==> config.mk <==
export PLATFORM = sky130hd
export DESIGN_NAME = hex_record_verifier_flat
export DESIGN_NICKNAME = d
export VERILOG_FILES = /design/src/sv/hrv_pkg.sv /design/src/sv/hrv_if.sv /design/src/sv/hex_record_verifier.sv /design/src/sv/hrv_parser.sv /design/src/flat_wrapper.sv
export SDC_FILE = /design/constraint.sdc
export NUM_CORES = 1
export LEC_CHECK = 0
export ABC_AREA = 1
export BUFFER_PORTS_ARGS = -buffer_cell sky130_fd_sc_hd__buf_2
export CAP_MARGIN = 20
export CORE_UTILIZATION = 35
export DETAILED_ROUTE_END_ITERATION = 7
export GPL_ROUTABILITY_DRIVEN = 0
export PLACE_DENSITY_LB_ADDON = 0.08
export SYNTH_ARGS = -nofsm -noshare
export SYNTH_HDL_FRONTEND = slang
export SYNTH_HIERARCHICAL = 1
export SYNTH_SLANG_ARGS = --single-unit
==> constraint.sdc <==
create_clock -name clock -period 4.5 [get_ports clock]
set_input_delay 0.9 -clock clock [delete_from_list [all_inputs] [get_ports clock]]
set_output_delay 0.9 -clock clock [all_outputs]
set_load 0.01 [all_outputs]
==> src/sv/hrv_pkg.sv <==
`timescale 1ns / 1ps

package hrv_pkg;

   // Width of the record counter before it saturates.
   localparam int unsigned RECORD_NUMBER_BITS = 16;
   localparam logic [15:0] NUMBER_LIMIT = (RECORD_NUMBER_BITS >= 16) ? 16'hFFFF :
      16'((32'd1 << RECORD_NUMBER_BITS) - 32'd1);

   localparam int unsigned CSR_ADDR_BITS = 3;

   localparam logic [7:0] HIGHEST_TYPE_RESET = 8'd5;
   localparam logic       STOP_AFTER_END_RESET = 1'b1;

   localparam logic [7:0] CHAR_COLON = 8'h3A;
   localparam logic [7:0] END_RECORD_TYPE = 8'd1;

   // Register indexes, taken from paddr[2].
   localparam logic CSR_HIGHEST_TYPE = 1'b0;
   localparam logic CSR_STOP_AFTER_END = 1'b1;

   // Result status codes.
   localparam logic [2:0] ST_RECORD_OK = 3'd0;
   localparam logic [2:0] ST_BAD_START = 3'd1;
   localparam logic [2:0] ST_BAD_TYPE = 3'd2;
   localparam logic [2:0] ST_CHECKSUM_ERR = 3'd3;
   localparam logic [2:0] ST_FILE_OK = 3'd4;
   localparam logic [2:0] ST_FILE_ERROR = 3'd5;
   localparam logic [2:0] ST_TRUNCATED = 3'd6;

   typedef struct packed {
      logic [7:0] highest_record_type;
      logic       stop_after_end_record;
   } cfg_type;

   typedef struct packed {
      logic [2:0]  status;
      logic [15:0] record_number;
      logic [15:0] record_address;
      logic [7:0]  record_kind;
      logic [7:0]  data_length;
      logic [7:0]  computed_checksum;
      logic [7:0]  found_checksum;
   } result_type;

endpackage

==> src/sv/hrv_if.sv <==
`timescale 1ns / 1ps

interface hrv_req_if;
   logic       valid;
   logic       ready;
   logic [7:0] char_code;
   logic       end_of_input;

   modport source (output valid, output char_code, output end_of_input, input ready);
   modport sink (input valid, input char_code, input end_of_input, output ready);
endinterface

interface hrv_rsp_if;
   logic        valid;
   logic        ready;
   logic [2:0]  status;
   logic [15:0] record_number;
   logic [15:0] record_address;
   logic [7:0]  record_kind;
   logic [7:0]  data_length;
   logic [7:0]  computed_checksum;
   logic [7:0]  found_checksum;

   modport source (output valid, output status, output record_number,
                   output record_address, output record_kind, output data_length,
                   output computed_checksum, output found_checksum, input ready);
   modport sink (input valid, input status, input record_number,
                 input record_address, input record_kind, input data_length,
                 input computed_checksum, input found_checksum, output ready);
endinterface

==> src/sv/hex_record_verifier.sv <==
`timescale 1ns / 1ps

// HEX record verifier: takes a text HEX file one character per beat and
// checks each record (':' start, count, address, type, data, checksum, one
// line-end character), reporting each good record or the first error, and a
// file verdict on an end-of-input beat. It takes one character per clock
// cycle: a beat lands in the input register, and then one pass of the record
// parser updates the record state and, when the character closes a record or
// hits an error, loads the result register. The only hold-up is a character
// that yields a result while the previous result still waits on the response
// side; characters that yield nothing pass it freely. Registers: 0x0 holds the
// highest accepted record type (reset 5), 0x4 bit 0 stops parsing after an end
// record (reset 1); write them only while the block is idle.
module hex_record_verifier (
   input  logic                              clock,
   input  logic                              reset,
   hrv_req_if.sink                           req_bus,
   hrv_rsp_if.source                         rsp_bus,
   input  logic                              psel,
   input  logic                              penable,
   input  logic                              pwrite,
   input  logic [hrv_pkg::CSR_ADDR_BITS-1:0] paddr,
   input  logic [31:0]                       pwdata,
   output logic [31:0]                       prdata,
   output logic                              pready
);
   import hrv_pkg::*;

   cfg_type     cfg_ff;
   logic        csr_write;

   logic        in_valid_ff;
   logic [7:0]  in_char_ff;
   logic        in_eoi_ff;

   logic        out_valid_ff;
   result_type  out_ff;

   logic        gen;
   logic        fire;
   result_type  result;

   // Configuration port: no wait states, register picked by paddr[2].
   assign pready = 1'b1;
   assign csr_write = psel && penable && pwrite;

   always_comb begin
      case (paddr[2])
         CSR_HIGHEST_TYPE: prdata = {24'd0, cfg_ff.highest_record_type};
         default: prdata = {31'd0, cfg_ff.stop_after_end_record};
      endcase
   end

   always_ff @(posedge clock) begin
      if (reset) begin
         cfg_ff.highest_record_type <= HIGHEST_TYPE_RESET;
         cfg_ff.stop_after_end_record <= STOP_AFTER_END_RESET;
      end else if (csr_write) begin
         case (paddr[2])
            CSR_HIGHEST_TYPE: cfg_ff.highest_record_type <= pwdata[7:0];
            default: cfg_ff.stop_after_end_record <= pwdata[0];
         endcase
      end
   end

   // Advance the held character unless its result would overwrite one that
   // the response side has not yet taken.
   assign fire = in_valid_ff && (!gen || !out_valid_ff || rsp_bus.ready);
   assign req_bus.ready = !in_valid_ff || fire;

   always_ff @(posedge clock) begin
      if (reset) begin
         in_valid_ff <= 1'b0;
      end else if (req_bus.ready) begin
         in_valid_ff <= req_bus.valid;
      end
   end

   always_ff @(posedge clock) begin
      if (req_bus.ready && req_bus.valid) begin
         in_char_ff <= req_bus.char_code;
         in_eoi_ff <= req_bus.end_of_input;
      end
   end

   hrv_parser u_parser (
      .clock     (clock),
      .reset     (reset),
      .item_char (in_char_ff),
      .item_eoi  (in_eoi_ff),
      .fire      (fire),
      .cfg       (cfg_ff),
      .gen       (gen),
      .result    (result)
   );

   // Result register: load on a result-bearing pass, drop once taken.
   always_ff @(posedge clock) begin
      if (reset) begin
         out_valid_ff <= 1'b0;
      end else if (fire && gen) begin
         out_valid_ff <= 1'b1;
      end else if (rsp_bus.ready) begin
         out_valid_ff <= 1'b0;
      end
   end

   always_ff @(posedge clock) begin
      if (fire && gen) begin
         out_ff <= result;
      end
   end

   assign rsp_bus.valid = out_valid_ff;
   assign rsp_bus.status = out_ff.status;
   assign rsp_bus.record_number = out_ff.record_number;
   assign rsp_bus.record_address = out_ff.record_address;
   assign rsp_bus.record_kind = out_ff.record_kind;
   assign rsp_bus.data_length = out_ff.data_length;
   assign rsp_bus.computed_checksum = out_ff.computed_checksum;
   assign rsp_bus.found_checksum = out_ff.found_checksum;

endmodule

==> src/sv/hrv_parser.sv <==
`timescale 1ns / 1ps

module hrv_parser (
   input  logic                clock,
   input  logic                reset,
   input  logic [7:0]          item_char,
   input  logic                item_eoi,
   input  logic                fire,
   input  hrv_pkg::cfg_type    cfg,
   output logic                gen,
   output hrv_pkg::result_type result
);
   import hrv_pkg::*;

   typedef enum logic [2:0] {
      PH_START   = 3'd0,
      PH_COUNT   = 3'd1,
      PH_ADDR    = 3'd2,
      PH_TYPE    = 3'd3,
      PH_DATA    = 3'd4,
      PH_CSUM    = 3'd5,
      PH_LINEEND = 3'd6
   } phase_type;

   phase_type   phase_ff, phase_in;
   logic [8:0]  digits_ff, digits_in;
   logic [3:0]  high_ff, high_in;
   logic [7:0]  sum_ff, sum_in;
   logic [7:0]  count_ff, count_in;
   logic [15:0] addr_ff, addr_in;
   logic [7:0]  kind_ff, kind_in;
   logic [15:0] seen_ff, seen_in;
   logic        error_ff, error_in;
   logic        halted_ff, halted_in;

   logic [15:0] next_number;
   logic [3:0]  nibble;
   logic [7:0]  byte_val;
   logic [8:0]  digits_inc;
   logic [7:0]  sum_add;

   function automatic logic [3:0] digit_value(input logic [7:0] c);
      logic [3:0] v;
      v = 4'd0;
      if (c >= 8'h30 && c <= 8'h39) v = 4'(c - 8'h30);
      else if (c >= 8'h41 && c <= 8'h46) v = 4'(c - 8'h41 + 8'd10);
      return v;
   endfunction

   always_comb begin
      next_number = (seen_ff >= NUMBER_LIMIT) ? NUMBER_LIMIT : seen_ff + 16'd1;
      nibble = digit_value(item_char);
      byte_val = {high_ff, nibble};
      digits_inc = digits_ff + 9'd1;
      sum_add = sum_ff + byte_val;

      phase_in = phase_ff;
      digits_in = digits_ff;
      high_in = high_ff;
      sum_in = sum_ff;
      count_in = count_ff;
      addr_in = addr_ff;
      kind_in = kind_ff;
      seen_in = seen_ff;
      error_in = error_ff;
      halted_in = halted_ff;

      gen = 1'b0;
      result.status = ST_RECORD_OK;
      result.record_number = next_number;
      result.record_address = addr_ff;
      result.record_kind = kind_ff;
      result.data_length = count_ff;
      result.computed_checksum = 8'(~sum_ff + 8'd1);
      result.found_checksum = 8'd0;

      if (item_eoi) begin
         gen = 1'b1;
         if (error_ff) begin
            result.status = ST_FILE_ERROR;
         end else if (halted_ff || phase_ff == PH_START || phase_ff == PH_LINEEND) begin
            result.status = ST_FILE_OK;
            result.record_number = seen_ff;
         end else begin
            result.status = ST_TRUNCATED;
         end
         phase_in = PH_START;
         digits_in = 9'd0;
         high_in = 4'd0;
         sum_in = 8'd0;
         count_in = 8'd0;
         addr_in = 16'd0;
         kind_in = 8'd0;
         seen_in = 16'd0;
         error_in = 1'b0;
         halted_in = 1'b0;
      end else if (!halted_ff) begin
         case (phase_ff)
            PH_START: begin
               if (item_char != CHAR_COLON) begin
                  gen = 1'b1;
                  result.status = ST_BAD_START;
                  result.record_address = 16'd0;
                  result.record_kind = 8'd0;
                  result.data_length = 8'd0;
                  result.computed_checksum = 8'd0;
                  error_in = 1'b1;
                  halted_in = 1'b1;
               end else begin
                  phase_in = PH_COUNT;
                  digits_in = 9'd0;
                  sum_in = 8'd0;
                  count_in = 8'd0;
                  addr_in = 16'd0;
                  kind_in = 8'd0;
               end
            end
            PH_LINEEND: begin
               phase_in = PH_START;
            end
            default: begin
               digits_in = digits_inc;
               if (!digits_ff[0]) begin
                  high_in = nibble;
               end else begin
                  case (phase_ff)
                     PH_COUNT: begin
                        count_in = byte_val;
                        sum_in = sum_add;
                        phase_in = PH_ADDR;
                        digits_in = 9'd0;
                     end
                     PH_ADDR: begin
                        addr_in = {addr_ff[7:0], byte_val};
                        sum_in = sum_add;
                        if (digits_inc >= 9'd4) begin
                           phase_in = PH_TYPE;
                           digits_in = 9'd0;
                        end
                     end
                     PH_TYPE: begin
                        kind_in = byte_val;
                        sum_in = sum_add;
                        digits_in = 9'd0;
                        if (byte_val > cfg.highest_record_type) begin
                           gen = 1'b1;
                           result.status = ST_BAD_TYPE;
                           result.record_kind = byte_val;
                           result.computed_checksum = 8'(~sum_add + 8'd1);
                           error_in = 1'b1;
                           halted_in = 1'b1;
                        end else begin
                           phase_in = (count_ff == 8'd0) ? PH_CSUM : PH_DATA;
                        end
                     end
                     PH_DATA: begin
                        sum_in = sum_add;
                        if (digits_inc >= {count_ff, 1'b0}) begin
                           phase_in = PH_CSUM;
                           digits_in = 9'd0;
                        end
                     end
                     default: begin
                        digits_in = 9'd0;
                        gen = 1'b1;
                        result.found_checksum = byte_val;
                        if (byte_val != 8'(~sum_ff + 8'd1)) begin
                           result.status = ST_CHECKSUM_ERR;
                           error_in = 1'b1;
                           halted_in = 1'b1;
                        end else begin
                           seen_in = next_number;
                           phase_in = PH_LINEEND;
                           if (kind_ff == END_RECORD_TYPE && cfg.stop_after_end_record) begin
                              halted_in = 1'b1;
                           end
                        end
                     end
                  endcase
               end
            end
         endcase
      end
   end

   always_ff @(posedge clock) begin
      if (reset) begin
         phase_ff <= PH_START;
         digits_ff <= 9'd0;
         high_ff <= 4'd0;
         sum_ff <= 8'd0;
         count_ff <= 8'd0;
         addr_ff <= 16'd0;
         kind_ff <= 8'd0;
         seen_ff <= 16'd0;
         error_ff <= 1'b0;
         halted_ff <= 1'b0;
      end else if (fire) begin
         phase_ff <= phase_in;
         digits_ff <= digits_in;
         high_ff <= high_in;
         sum_ff <= sum_in;
         count_ff <= count_in;
         addr_ff <= addr_in;
         kind_ff <= kind_in;
         seen_ff <= seen_in;
         error_ff <= error_in;
         halted_ff <= halted_in;
      end
   end

endmodule
==> src/flat_wrapper.sv <==
// flat-port wrapper written by rule: the top's interface ports become plain ports
module hex_record_verifier_flat import hrv_pkg::*;
  (clock, reset, psel, penable, pwrite, paddr, pwdata, prdata, pready, req_bus_valid, req_bus_char_code, req_bus_end_of_input, req_bus_ready, rsp_bus_valid, rsp_bus_status, rsp_bus_record_number, rsp_bus_record_address, rsp_bus_record_kind, rsp_bus_data_length, rsp_bus_computed_checksum, rsp_bus_found_checksum, rsp_bus_ready);
  hrv_req_if req_bus_i ();
  hrv_rsp_if rsp_bus_i ();
  input  logic clock;
  input  logic reset;
  input  logic psel;
  input  logic penable;
  input  logic pwrite;
  input  logic [hrv_pkg::CSR_ADDR_BITS-1:0] paddr;
  input  logic [31:0] pwdata;
  output logic [31:0] prdata;
  output logic pready;
  input wire logic [$bits(req_bus_i.valid)-1:0] req_bus_valid;
  input wire logic [$bits(req_bus_i.char_code)-1:0] req_bus_char_code;
  input wire logic [$bits(req_bus_i.end_of_input)-1:0] req_bus_end_of_input;
  output wire logic [$bits(req_bus_i.ready)-1:0] req_bus_ready;
  output wire logic [$bits(rsp_bus_i.valid)-1:0] rsp_bus_valid;
  output wire logic [$bits(rsp_bus_i.status)-1:0] rsp_bus_status;
  output wire logic [$bits(rsp_bus_i.record_number)-1:0] rsp_bus_record_number;
  output wire logic [$bits(rsp_bus_i.record_address)-1:0] rsp_bus_record_address;
  output wire logic [$bits(rsp_bus_i.record_kind)-1:0] rsp_bus_record_kind;
  output wire logic [$bits(rsp_bus_i.data_length)-1:0] rsp_bus_data_length;
  output wire logic [$bits(rsp_bus_i.computed_checksum)-1:0] rsp_bus_computed_checksum;
  output wire logic [$bits(rsp_bus_i.found_checksum)-1:0] rsp_bus_found_checksum;
  input wire logic [$bits(rsp_bus_i.ready)-1:0] rsp_bus_ready;
  assign req_bus_i.valid = req_bus_valid;
  assign req_bus_i.char_code = req_bus_char_code;
  assign req_bus_i.end_of_input = req_bus_end_of_input;
  assign req_bus_ready = req_bus_i.ready;
  assign rsp_bus_valid = rsp_bus_i.valid;
  assign rsp_bus_status = rsp_bus_i.status;
  assign rsp_bus_record_number = rsp_bus_i.record_number;
  assign rsp_bus_record_address = rsp_bus_i.record_address;
  assign rsp_bus_record_kind = rsp_bus_i.record_kind;
  assign rsp_bus_data_length = rsp_bus_i.data_length;
  assign rsp_bus_computed_checksum = rsp_bus_i.computed_checksum;
  assign rsp_bus_found_checksum = rsp_bus_i.found_checksum;
  assign rsp_bus_i.ready = rsp_bus_ready;
  hex_record_verifier u_core (.clock(clock), .reset(reset), .req_bus(req_bus_i), .rsp_bus(rsp_bus_i), .psel(psel), .penable(penable), .pwrite(pwrite), .paddr(paddr), .pwdata(pwdata), .prdata(prdata), .pready(pready));
endmodule
# ---- Yosys cells after proc, flatten, opt, wreduce, memory -nomap -nowiden
# Index checks and enable logic that the tools add are counted.
dict set report totals {
  out_inout_bits 102
  ff_bits 161
  mem_bits_ro 0
  latch_bits 0
  input_bits 51
  ramBits 0
  mem_count 0
}
dict set report classes {
  add_sub_neg 8
  mux 107
  n_lt_le_gt_ge 8
  n_reduce_logical 42
  multipliers 0
  n_bitwise 4
  div 0
  shift 0
  eq_ne 22
}
# operator count
set op_table {}
lappend op_table {{two-way mux 16 bit} 17}
lappend op_table {{two-way mux 8 bit} 22}
lappend op_table {{two-way mux 48 bit} 2}
lappend op_table {{case mux 8 bit (2 select lines)} 5}
lappend op_table {{two-way mux 9 bit} 6}
lappend op_table {{two-way mux 40 bit} 1}
lappend op_table {{case mux 9 bit (2 select lines)} 2}
lappend op_table {{case mux 16 bit (2 select lines)} 1}
lappend op_table {{two-way mux 3 bit} 10}
lappend op_table {{AND reduction 6 bit} 5}
lappend op_table {{two-way mux 4 bit} 6}
lappend op_table {{two-way mux 1 bit} 20}
lappend op_table {{adder 16 x 1 -> 16 bit, second input constant} 1}
lappend op_table {{adder 8 x 1 -> 8 bit, second input constant} 2}
lappend op_table {{>= comparator 16 bit, second input constant} 1}
lappend op_table {{NOT 8 bit} 2}
lappend op_table {{AND reduction 8 bit} 2}
lappend op_table {{!= test 5 x 4 -> 1 bit, second input constant} 3}
lappend op_table {{nonzero test 3 bit} 5}
lappend op_table {{!= test 2 x 1 -> 1 bit, second input constant} 6}
lappend op_table {{case mux 1 bit (2 select lines)} 6}
lappend op_table {{case mux 3 bit (4 select lines)} 1}
lappend op_table {{two-way mux 2 bit} 5}
lappend op_table {{adder 9 x 1 -> 9 bit, second input constant} 1}
lappend op_table {{other kinds (36)} 59}

# ---- Logic depth before layout (Yosys ltp)
# Gate-level depths: netlist of run 1.
dict set report depth {
  depth_word 17
  ltp_mapped 32
}

# ---- Modules after synthesis
# Netlist of run 1, hierarchy kept.
# mod cells_each seq_area_each_um2 area_per_inst_um2 instances
set by_module_without_submodules {}
lappend by_module_without_submodules {hrv_parser 978 1481.4 6154.7 1}
lappend by_module_without_submodules {hex_record_verifier 194 2502.4 3115.5 1}

# ---- Worst setup path after synthesis of run 1
# No wires, ideal clock.
dict set report synth_timing {
  path_kind {register to register}
  from {register u_core.in_char_ff[0]}
  to {register u_core.out_ff, in the netlist u_core/rsp_bus.computed_checksum[0], enable pin}
  arrival_time_ns 4.273
  t_required_ns 4.079
  stages_incl_launch_ff 24
  slack_ns -0.194
  synth_period_minus_slack_ns 4.694
  n_path_buf 1
  cell_sequence {edfxtp_1 inv_1 ha_1 nand3_1 nand2_1 inv_2 nand2_2 nand2_2 nand2_4 inv_1 ha_1 a21oi_1 o21ai_0 nand2_1 nand2_1 nand2_1 inv_1 nand3_1 inv_1 buf_2 o31a_1 a31oi_1 nand2_1 inv_1}
}
dict set report synth_between {
  elab_chain_cells 16
}
# element line_no
set synth_lines {}
lappend synth_lines {{start: declaration} hex_record_verifier.sv:33} ;# logic [7:0] in_char_ff;
lappend synth_lines {{start signal: assignment} hex_record_verifier.sv:81} ;# in_char_ff <= req_bus.char_code;
lappend synth_lines {{subtractor 4 x 1 -> 4 bit (tied with other cells)} hrv_parser.sv:46} ;# else if (c >= 8'h41 && c <= 8'h46) v = 4'(c - 8'h41 + 8'd10);
lappend synth_lines {{adder 4 bit / logical AND 1 bit (equally long branches)} hrv_parser.sv:46}
lappend synth_lines {{two-way mux 4 bit} hrv_parser.sv:46}
lappend synth_lines {{two-way mux 4 bit} hrv_parser.sv:45} ;# if (c >= 8'h30 && c <= 8'h39) v = 4'(c - 8'h30);
lappend synth_lines {{greater-than comparator 8 bit} hrv_parser.sv:145} ;# if (byte_val > cfg.highest_record_type) begin
lappend synth_lines {{two-way mux 1 bit} hrv_parser.sv:145}
lappend synth_lines {{case mux 1 bit (2 select lines)} hrv_parser.sv:126} ;# case (phase_ff)
lappend synth_lines {{two-way mux 1 bit} hrv_parser.sv:123} ;# if (!digits_ff[0]) begin
lappend synth_lines {{case mux 1 bit (2 select lines) (*)} hrv_parser.sv:98} ;# case (phase_ff)
lappend synth_lines {{two-way mux 1 bit (*)} hrv_parser.sv:97} ;# end else if (!halted_ff) begin
lappend synth_lines {{two-way mux 1 bit (*)} hrv_parser.sv:77} ;# if (item_eoi) begin
lappend synth_lines {{named net u_core.gen} hex_record_verifier.sv:39} ;# logic gen;
lappend synth_lines {{logical NOT 1 bit (*)} hex_record_verifier.sv:68} ;# assign fire = in_valid_ff && (!gen || !out_valid_ff || rsp_bus.ready);
lappend synth_lines {{logical OR 1 bit (*) (2 in series)} hex_record_verifier.sv:68}
lappend synth_lines {{logical AND 1 bit (*)} hex_record_verifier.sv:68}
lappend synth_lines {{named net u_core.fire} hex_record_verifier.sv:40} ;# logic fire;
lappend synth_lines {{logical AND 1 bit (*)} hex_record_verifier.sv:109} ;# if (fire && gen) begin
lappend synth_lines {{end signal: assignment} hex_record_verifier.sv:110} ;# out_ff <= result;
lappend synth_lines {{end: declaration} hex_record_verifier.sv:37} ;# result_type out_ff;
# Mark *: on every way through the listed nets, which the timed path passes. The rest lies on a longest branch.
# A chain may end at the register's enable or synchronous reset.

# ---- Worst setup path in the final report of run 1
dict set report layout_timing {
  from {register u_core.in_char_ff[0]}
  to {output req_bus_ready}
}
dict set report layout_between {
  elab_chain_cells 16
}
# element line_no
set layout_lines {}
lappend layout_lines {{subtractor 4 x 1 -> 4 bit (tied with other cells)} hrv_parser.sv:46}
lappend layout_lines {{adder 4 bit / logical AND 1 bit (equally long branches)} hrv_parser.sv:46}
lappend layout_lines {{two-way mux 4 bit} hrv_parser.sv:46}
lappend layout_lines {{two-way mux 4 bit} hrv_parser.sv:45}
lappend layout_lines {{greater-than comparator 8 bit} hrv_parser.sv:145}
lappend layout_lines {{two-way mux 1 bit} hrv_parser.sv:145}
lappend layout_lines {{case mux 1 bit (2 select lines)} hrv_parser.sv:126}
lappend layout_lines {{two-way mux 1 bit} hrv_parser.sv:123}
lappend layout_lines {{case mux 1 bit (2 select lines) (*)} hrv_parser.sv:98}
lappend layout_lines {{two-way mux 1 bit (*)} hrv_parser.sv:97}
lappend layout_lines {{two-way mux 1 bit (*)} hrv_parser.sv:77}
lappend layout_lines {{named net u_core.gen} hex_record_verifier.sv:39}
lappend layout_lines {{logical NOT 1 bit (*)} hex_record_verifier.sv:68}
lappend layout_lines {{logical OR 1 bit (*) (2 in series)} hex_record_verifier.sv:68}
lappend layout_lines {{logical AND 1 bit (*)} hex_record_verifier.sv:68}
lappend layout_lines {{logical OR 1 bit (*)} hex_record_verifier.sv:69} ;# assign req_bus.ready = !in_valid_ff || fire;
lappend layout_lines {{end: declaration} flat_wrapper.sv:18} ;# output wire logic [$bits(req_bus_i.ready)-1:0] req_bus_ready;
# Marked as above.

==> impl_metrics.csv, run 1 <==
group,metric,value,unit
detailed_routing,drt_iter0_markers,574,
sta,finalClockSkew,0.01251,ns
global_routing,grt_usage,18.47,%
final_layout,regArea,0.003984,mm2
final_layout,final_cell_mix,"233 x nand2_1, 153 x inv_1, 101 x buf_2",
synthesis,ys_seq_area_share,42.97,%
run_status,outcome,"finished, final reports clean",
cts,clock-root-buffer,"clkbuf_16",
final_layout,final_nets,1367,
cts,holdBufCountCts,0,
cts,clockBufferDepth,2,
place,numPortBuffers,101,
sta,rsz0062_at_grt,"false",
global_routing,grt-ovfl-total,0,
detailed_routing,vias,7797,
synthesis,synth_cell_types,59,
global_routing,grt_pass1_vias,7221,
place,dp_hpwl,17580,um
floorplanning,initial_utilization,35.68,%
worst_setup_path,critical_path_arrival,3.26,ns
cts,cts_max_level,4,
worst_hold_path,hp-class,"flip-flop to flip-flop",
detailed_routing,first_pass_iters,5,
power,ir_worst_vdd,0.0001913,V
floorplanning,die_width,164.7,um
cts,cts_tree,"done",
global_routing,antenna_found_initial,1,
worst_setup_path,end_kind,"output pin",
cts,clkLatencyLatePin,0.43,ns
power,p_leak,4.696,nW
sta,relSlewSlack,42.63,%
synthesis,synth_area,0.009270,mm2
worst_setup_path,worstPathMaxFanout,4,
floorplanning,die_h,164.7,um
floorplanning,num_rows,59,
sta,fin_crit_sh,92.34,%
detailed_routing,drcViolationCount,0,
sta,tns,0,ns
final_layout,multi_input_area,0.004362,mm2
floorplanning,core_area,0.02598,mm2
sta,worst_slew_pin_slew,0.8596,ns
final_layout,syn2layout_area_growth,16.01,%
cts,path_clk_slew,0.07,ns
cts,cts_sinks,161,
synthesis,postSynthCellCount,1172,
sta,timing.fmax,0.2407,GHz
worst_setup_path,cp-start-kind,"flip-flop",
sta,fin_crit,4.155,ns
cts,cts_made_buffers,17,
final_layout,final_common_cell,"nand2_1",
sta,setup_viol,0,
global_routing,grt_max_degree,68,
detailed_routing,avgViaCountPerCell,4.783,
synthesis,synth_edf_count,76,
place,dpl.cell_count,1592,
detailed_routing,post_drt_wl_per_cell,14.81,um
final_layout,drive_above_1_share,21.70,%
synthesis,ys_seq_elements,161,
floorplanning,dieArea,0.02714,mm2
final_layout,fin_cells,1630,
final_layout,fillers,2700,
detailed_routing,drt_wl_total,24140,um
synthesis,postSynthAreaPerCell,7.910,um2
global_routing,grt_pass1_wl,38520,um
job,drv_cap,0,
final_layout,n_antenna_cell,0,
power,p_per_area,379.2,mW/mm2
sta,finalMaxSlewViolations,0,
floorplanning,design.portCount,153,
synthesis,async_reset_ff_share,0,%
synthesis,synth_warnings,6,
sta,hold_viol,0,
worst_setup_path,worstSetupPathType,"flip-flop to output pin",
detailed_routing,ant_nets,0,
worst_setup_path,worstPathRequired,3.60,ns
synthesis,synthFlopType,"dfxtp_1",
-- report_power, final --
part | leakage (nW) | internal [mW] | switching [mW]
combinational | 3.00 | 0.280 | 0.593
sequential | 1.41 | 1.66 | 0.0641
clock | 0.294 | 0.817 | 0.666
-- kinds of logic (layout without fill, tap and decap cells) --
logic type / after synthesis / count (layout) / synth area share, %
and+or+nand+nor: 509 / 509 / 26.52
xor gates and xnor gates: 18 / 18 / 1.863
adders and majority gates: 34 / 34 / 4.670
DFF: 161 / 161 / 42.97
other: 2 / 25 / 0.08101
buffers and inverters: 240 / 340 / 11.35
AOI/OAI and AO/OA: 208 / 208 / 12.54
-- sequential cells by signal, summed over array words and instances (netlist names), 9 cells and up --
register                       count
u_core/rsp_bus.record_address     16
u_core/rsp_bus.record_number      16
u_core/u_parser/addr_ff           16
u_core/u_parser/seen_ff           16
u_core/cfg_ff                      9
u_core/u_parser/digits_ff          9
-- routing by layer --
| layer | vias up | wire length, um | GRT usage [%] |
|---|---|---|---|
| met5 | - | 13 | 0 |
| met4 | 2 | 355 | 5.922 |
| met3 | 24 | 1082 | 2.737 |
| met2 | 215 | 10530 | 28.21 |
| met1 | 3551 | 12150 | 26.55 |
| li1 | 4005 | - | - |
-- through the flow --
| step | instance area (um2) | util [%] | power (mW) | setup WS [ns] | hold slack, ns |
|---|---|---|---|---|---|
| 5_1_grt | 10750 | 41.39 | 4.290 | 0.02030 | 0.4918 |
| 3_3_place_gp | 10060 | 38.73 | 2.608 | 0.04281 | 0.4538 |
| 2_1_floorplan | 9360 | - | 2.372 | 0.3063 | 0.4410 |
| 4_1_cts | 10660 | 41.04 | 4.102 | 0.02754 | 0.4660 |
| 6_report | 10750 | 41.39 | 4.077 | 0.3448 | 0.4668 |
| 3_5_place_dp | 10060 | 38.73 | 2.607 | 0.002469 | 0.4554 |
-- worst max-delay path: stages (launching register included) --
cell	delay, ns
edfxtp_1	0.45
inv_2	0.09
ha_2	0.18
nand2_2	0.07
nand3_4	0.08
nand2_2	0.08
o21ai_1	0.18
inv_1	0.16
ha_1	0.21
inv_1	0.05
a21oi_1	0.05
o21ai_1	0.13
nand2_1	0.06
nand2_1	0.07
nand2_2	0.08
inv_2	0.09
nand3_2	0.08
inv_2	0.09
o31a_1	0.24
nand4_1	0.21
buf_2	0.20
-- cells in the mapped netlist, drive strengths merged, types with 2 or more instances --
master / n / area, um2
buf: 37 / 279.0
a22oi: 7 / 52.55
nor2: 116 / 558.0
o211ai: 4 / 30.03
inv: 184 / 698.2
clkinv: 2 / 7.510
conb: 2 / 7.510
or2: 4 / 27.53
xor2: 9 / 86.34
nor4: 3 / 18.77
a31oi: 3 / 18.77
ha: 33 / 412.9
nand4: 20 / 125.1
a21oi: 89 / 483.0
nor3: 13 / 92.59
xnor2: 9 / 86.34
nand3b: 4 / 42.54
o21bai: 2 / 15.01
dfxtp: 85 / 1702
o22ai: 3 / 18.77
clkbuf: 17 / 67.57
edfxtp: 76 / 2282
a32oi: 2 / 17.52
a211oi: 5 / 37.54
o21ai: 87 / 439.2
nand2: 267 / 1111
nand3: 82 / 483.0
-- worst paths after layout --
check | from | end | slack [ns] | cells past startpoint
hold / removal | u_core/u_parser/addr_ff[12] | u_core/u_parser/addr_ff[12] | 0.47 | 2
setup reg to reg | u_core/in_char_ff[0] | u_core/u_parser/digits_ff[5] | 0.49 | 27
hold reg to reg | u_core/u_parser/addr_ff[12] | u_core/u_parser/addr_ff[12] | 0.47 | 2
setup / recovery | u_core/in_char_ff[0] | req_bus_ready | 0.34 | 20
-- what timing repair did --
action | in CTS | in global routing
setup buffers | 0 | 5
hold endpoints to repair | 0 | 0
cloned | 0 | 1
gates resized for setup | 1 | 19
pin swaps | 0 | 5
endpoints found under the setup margin | 5 | 69
-- layout make-up --
type,instances,area share [%]
clock buffers,19,4.223
inverters,186,6.690
repair inverters,1,0.05817
multi-input cells,794,40.56
well taps,335,3.898
repair buffers,121,6.213
flip-flops and latches,161,37.04
clock inverters,13,1.315
No activity file was read; power rests on OpenSTA's default activity.
==> inputs of run 2 (changes only) <==
Settings changed: SYNTH_HIERARCHICAL 1 to not set.
==> run 2 against run 1 <==
Count of clock-buffer cells in the layout decreased by 2. Power decreased by 6.7%. Maximum frequency increased by 0.29%. Register-to-register slack improved by 0.36 ns. Worst setup slack improved by 0.012 ns. Clock skew increased by 0.0018 ns. Area after synthesis decreased by 4.4%. Critical endpoint unchanged.
==> impl_metrics.csv, run 2 <==
group,metric,value,unit
floorplanning,die_width,161.1,um
worst_setup_path,worst-path-stages,19,
floorplanning,num_rows,57,
synthesis,synth_edf_count,76,
worst_setup_path,cp-start-kind,"flip-flop",
sta,worst_slew_pin_slew,0.9215,ns
worst_setup_path,rr_endpoint,"u_core.rsp_bus.record_kind[3]",
synthesis,yosysMostFrequentCell,"nand2_1",
job,drv_cap,0,
synthesis,ys_seq_area_share,44.96,%
detailed_routing,maxUsedRoutingLayer,"met4",
detailed_routing,avgViaCountPerCell,4.840,
synthesis,yosys.area.top_type,"edfxtp_1",
synthesis,synth_top_area_share,25.76,%
final_layout,fin_cells,1564,
synthesis,postSynthCellCount,1132,
floorplanning,core_area,0.02460,mm2
global_routing,grt-ovfl-total,0,
worst_setup_path,rr_worst_depth,25,
worst_setup_path,cp-startpoint,"u_core.in_char_ff[0]",
power,power,3.803,mW
sta,finalClockSkew,0.01434,ns
final_layout,syn2layout_area_growth,15.38,%
cts,cts_sinks,161,
place,post-place-ws,0.6403,ns
synthesis,synth_common_cells,"218 x nand2_1, 142 x inv_1, 125 x a21oi_1, 114 x nand3_1, 95 x nor2_1",
sta,rsz0062_at_grt,"false",
sta,finalMaxSlewViolations,0,
synthesis,postSynthAreaPerCell,7.828,um2
detailed_routing,ant_nets,0,
global_routing,grt_usage,18.12,%
cts,clkLatencyLatePin,0.43,ns
detailed_routing,routed-wl-met2,10560,um
worst_hold_path,hp-class,"flip-flop to flip-flop",
final_layout,final_nets,1312,
sta,fin_crit,4.143,ns
sta,fin_crit_sh,92.07,%
sta,tns,0,ns
floorplanning,die_h,161.1,um
final_layout,final_common_cell,"nand2_1",
worst_setup_path,slowest_delay,0.44,ns
synthesis,async_reset_ff_share,0,%
sta,holdWs,0.4633,ns
detailed_routing,post_drt_wl_per_cell,14.77,um
worst_setup_path,crit_end,"req_bus_ready",
cts,clockBufferDepth,2,
synthesis,synthFlopType,"dfxtp_1",
worst_setup_path,critPathTopFamily,"simple AND/OR/NAND/NOR gates",
worst_setup_path,cp_cell_sequence,"inv_1 -> ha_1 -> nand2_1 -> nand2_1 -> nand2_1 -> nand2_1 -> nand2_2 -> o21ai_1 -> inv_2 -> ha_1 -> o21bai_1 -> nand2_1 -> nand2_1 -> nand2_1 -> nand2_1 -> nand4_1 -> nand3_2 -> nand4_1 -> buf_2",
global_routing,grt_pass1_vias,6962,
detailed_routing,m1WireLength,11350,um
sta,timing.fmax,0.2414,GHz
sta,hold_viol,0,
run_status,outcome,"finished, final reports clean",
synthesis,synth_warnings,0,
place,numPortBuffers,101,
cts,cts_made_buffers,17,
worst_setup_path,critical_path_arrival,3.24,ns
global_routing,grt_pass1_wl,36880,um
floorplanning,design.portCount,153,
synthesis,synth_area,0.008861,mm2
sta,relSlewSlack,38.42,%
synthesis,ys_seq_elements,161,
place,dp_hpwl,16700,um
power,p_per_area,372.0,mW/mm2
sta,finalWorstSetupSlack,0.3569,ns
worst_setup_path,ff2ff_setup_slack,0.85,ns
final_layout,n_antenna_cell,0,
worst_setup_path,rr_startpoint,"u_core.in_char_ff[0]",
global_routing,grt_max_degree,60,
power,ir_worst_vdd,0.0002183,V
final_layout,final_cell_mix,"217 x nand2_1, 139 x inv_1, 125 x a21oi_1",
worst_setup_path,slowest_stage,"edfxtp_1",
worst_setup_path,worstPathRequired,3.60,ns
worst_setup_path,cp_common_cell,"nand2_1",
cts,path_clk_slew,0.07,ns
sta,setup_viol,0,
detailed_routing,drt_wl_total,23110,um
synthesis,synth_cell_types,47,
detailed_routing,drt_iter0_markers,550,
worst_setup_path,end_kind,"output pin",
detailed_routing,met3WireLength,1043,um
place,dpl.cell_count,1528,
cts,clock-root-buffer,"clkbuf_16",
detailed_routing,vias,7570,
final_layout,fillers,2567,
floorplanning,initial_utilization,36.01,%
floorplanning,dieArea,0.02596,mm2
cts,cts_max_level,4,
synthesis,synthTopCellsByArea,"edfxtp_1 26%, dfxtp_1 19%, nand2_1 9.2%",
detailed_routing,drcViolationCount,0,
worst_setup_path,worstPathMaxFanout,5,
global_routing,antenna_found_initial,0,
cts,cts_tree,"done",
worst_setup_path,crit_buf_inv,3,
detailed_routing,first_pass_iters,5,
power,p_leak,4.373,nW
worst_setup_path,worstSetupPathType,"flip-flop to output pin",
final_layout,drive_above_1_share,14.84,%
[run 2: changes by cell type in the layout (fill, tap and decap cells not counted), sizes merged, moves of 7 or more]
cell / change
a21oi: +36
buf: -7
inv: -34
nand2: -40
nand3: +36
nor2: -13
o21ai: -27
[run 2: what timing repair did]
item / 4_1_cts / 5_1_grt
gates resized for setup: 0 / 5
setup buffers: 0 / 4
endpoints found under the setup margin: 0 / 1
hold buffers: 0 / 0
[run 2: worst register-to-register path, delay by kind of cell (launching register included)]
kind                     cells  cell delay, ns
adder cells (fa/ha/maj)      2            0.40
AND/OR/NAND/NOR             16            1.26
buffers and inverters        6            0.99
AO/OA/AOI/OAI                1            0.16
flip-flops                   1            0.44
[run 2: routing by layer]
metal  track usage (%)  up-vias
li1                  -     3906
met1             25.35     3471
met2             29.15      179
met3             3.338       14
met4             3.645        0
met5                 0        -
[run 2: worst min-delay path by stage]
stage                                      start                            to  slack (ns)  depth (start not counted)
CTS                 u_core.u_parser.digits_ff[8]  u_core.u_parser.digits_ff[8]        0.46                          2
finish               u_core.u_parser.addr_ff[15]   u_core.u_parser.addr_ff[15]        0.46                          2
global route         u_core.u_parser.addr_ff[11]   u_core.u_parser.addr_ff[11]        0.49                          2
floorplan           u_core.u_parser.digits_ff[8]  u_core.u_parser.digits_ff[8]        0.44                          2
detailed placement  u_core.u_parser.digits_ff[8]  u_core.u_parser.digits_ff[8]        0.45                          2
global placement     u_core.u_parser.addr_ff[15]   u_core.u_parser.addr_ff[15]        0.45                          2
[run 2: logic make-up (layout without fill, tap and decap cells)]
group                      Yosys count  after routing  share of synthesized area, %
buffers and inverters              213            298                         10.62
other                                2             25                       0.08475
AOI/OAI and AO/OA                  214            214                         12.85
adders and majority gates           34             34                         4.886
DFF                                161            161                         44.96
and+or+nand+nor                    488            488                         24.60
xor gates and xnor gates            19             19                         1.878
muxes                                1              1                        0.1271
[run 2: cell type report]
type / count / area, um2 / share of cell area, %
Clock buffer: 17 / 425.4 / 4.161
Clock inverter: 15 / 187.7 / 1.836
Inverter: 152 / 573.1 / 5.605
Multi-Input combinational cell: 781 / 4033 / 39.44
Sequential cell: 161 / 3984 / 38.97
Tap cell: 324 / 405.4 / 3.965
Timing Repair Buffer: 114 / 615.6 / 6.021
[run 2: stage by stage]
| step | area (um2) | utilization (%) |
|---|---|---|
| 3_5_place_dp | 9570 | 38.90 |
| 2_1_floorplan | 8947 | - |
| 6_report | 10220 | 41.55 |
| 4_1_cts | 10180 | 41.39 |
| 5_1_grt | 10220 | 41.55 |
| 3_3_place_gp | 9570 | 38.90 |
[run 2: power breakdown]
group	internal, mW	total [mW]	switching (mW)	leakage [nW]
Sequential	1.62	1.66	0.0418	1.40
Combinational	0.198	0.657	0.458	2.68
Clock	0.799	1.49	0.690	0.298
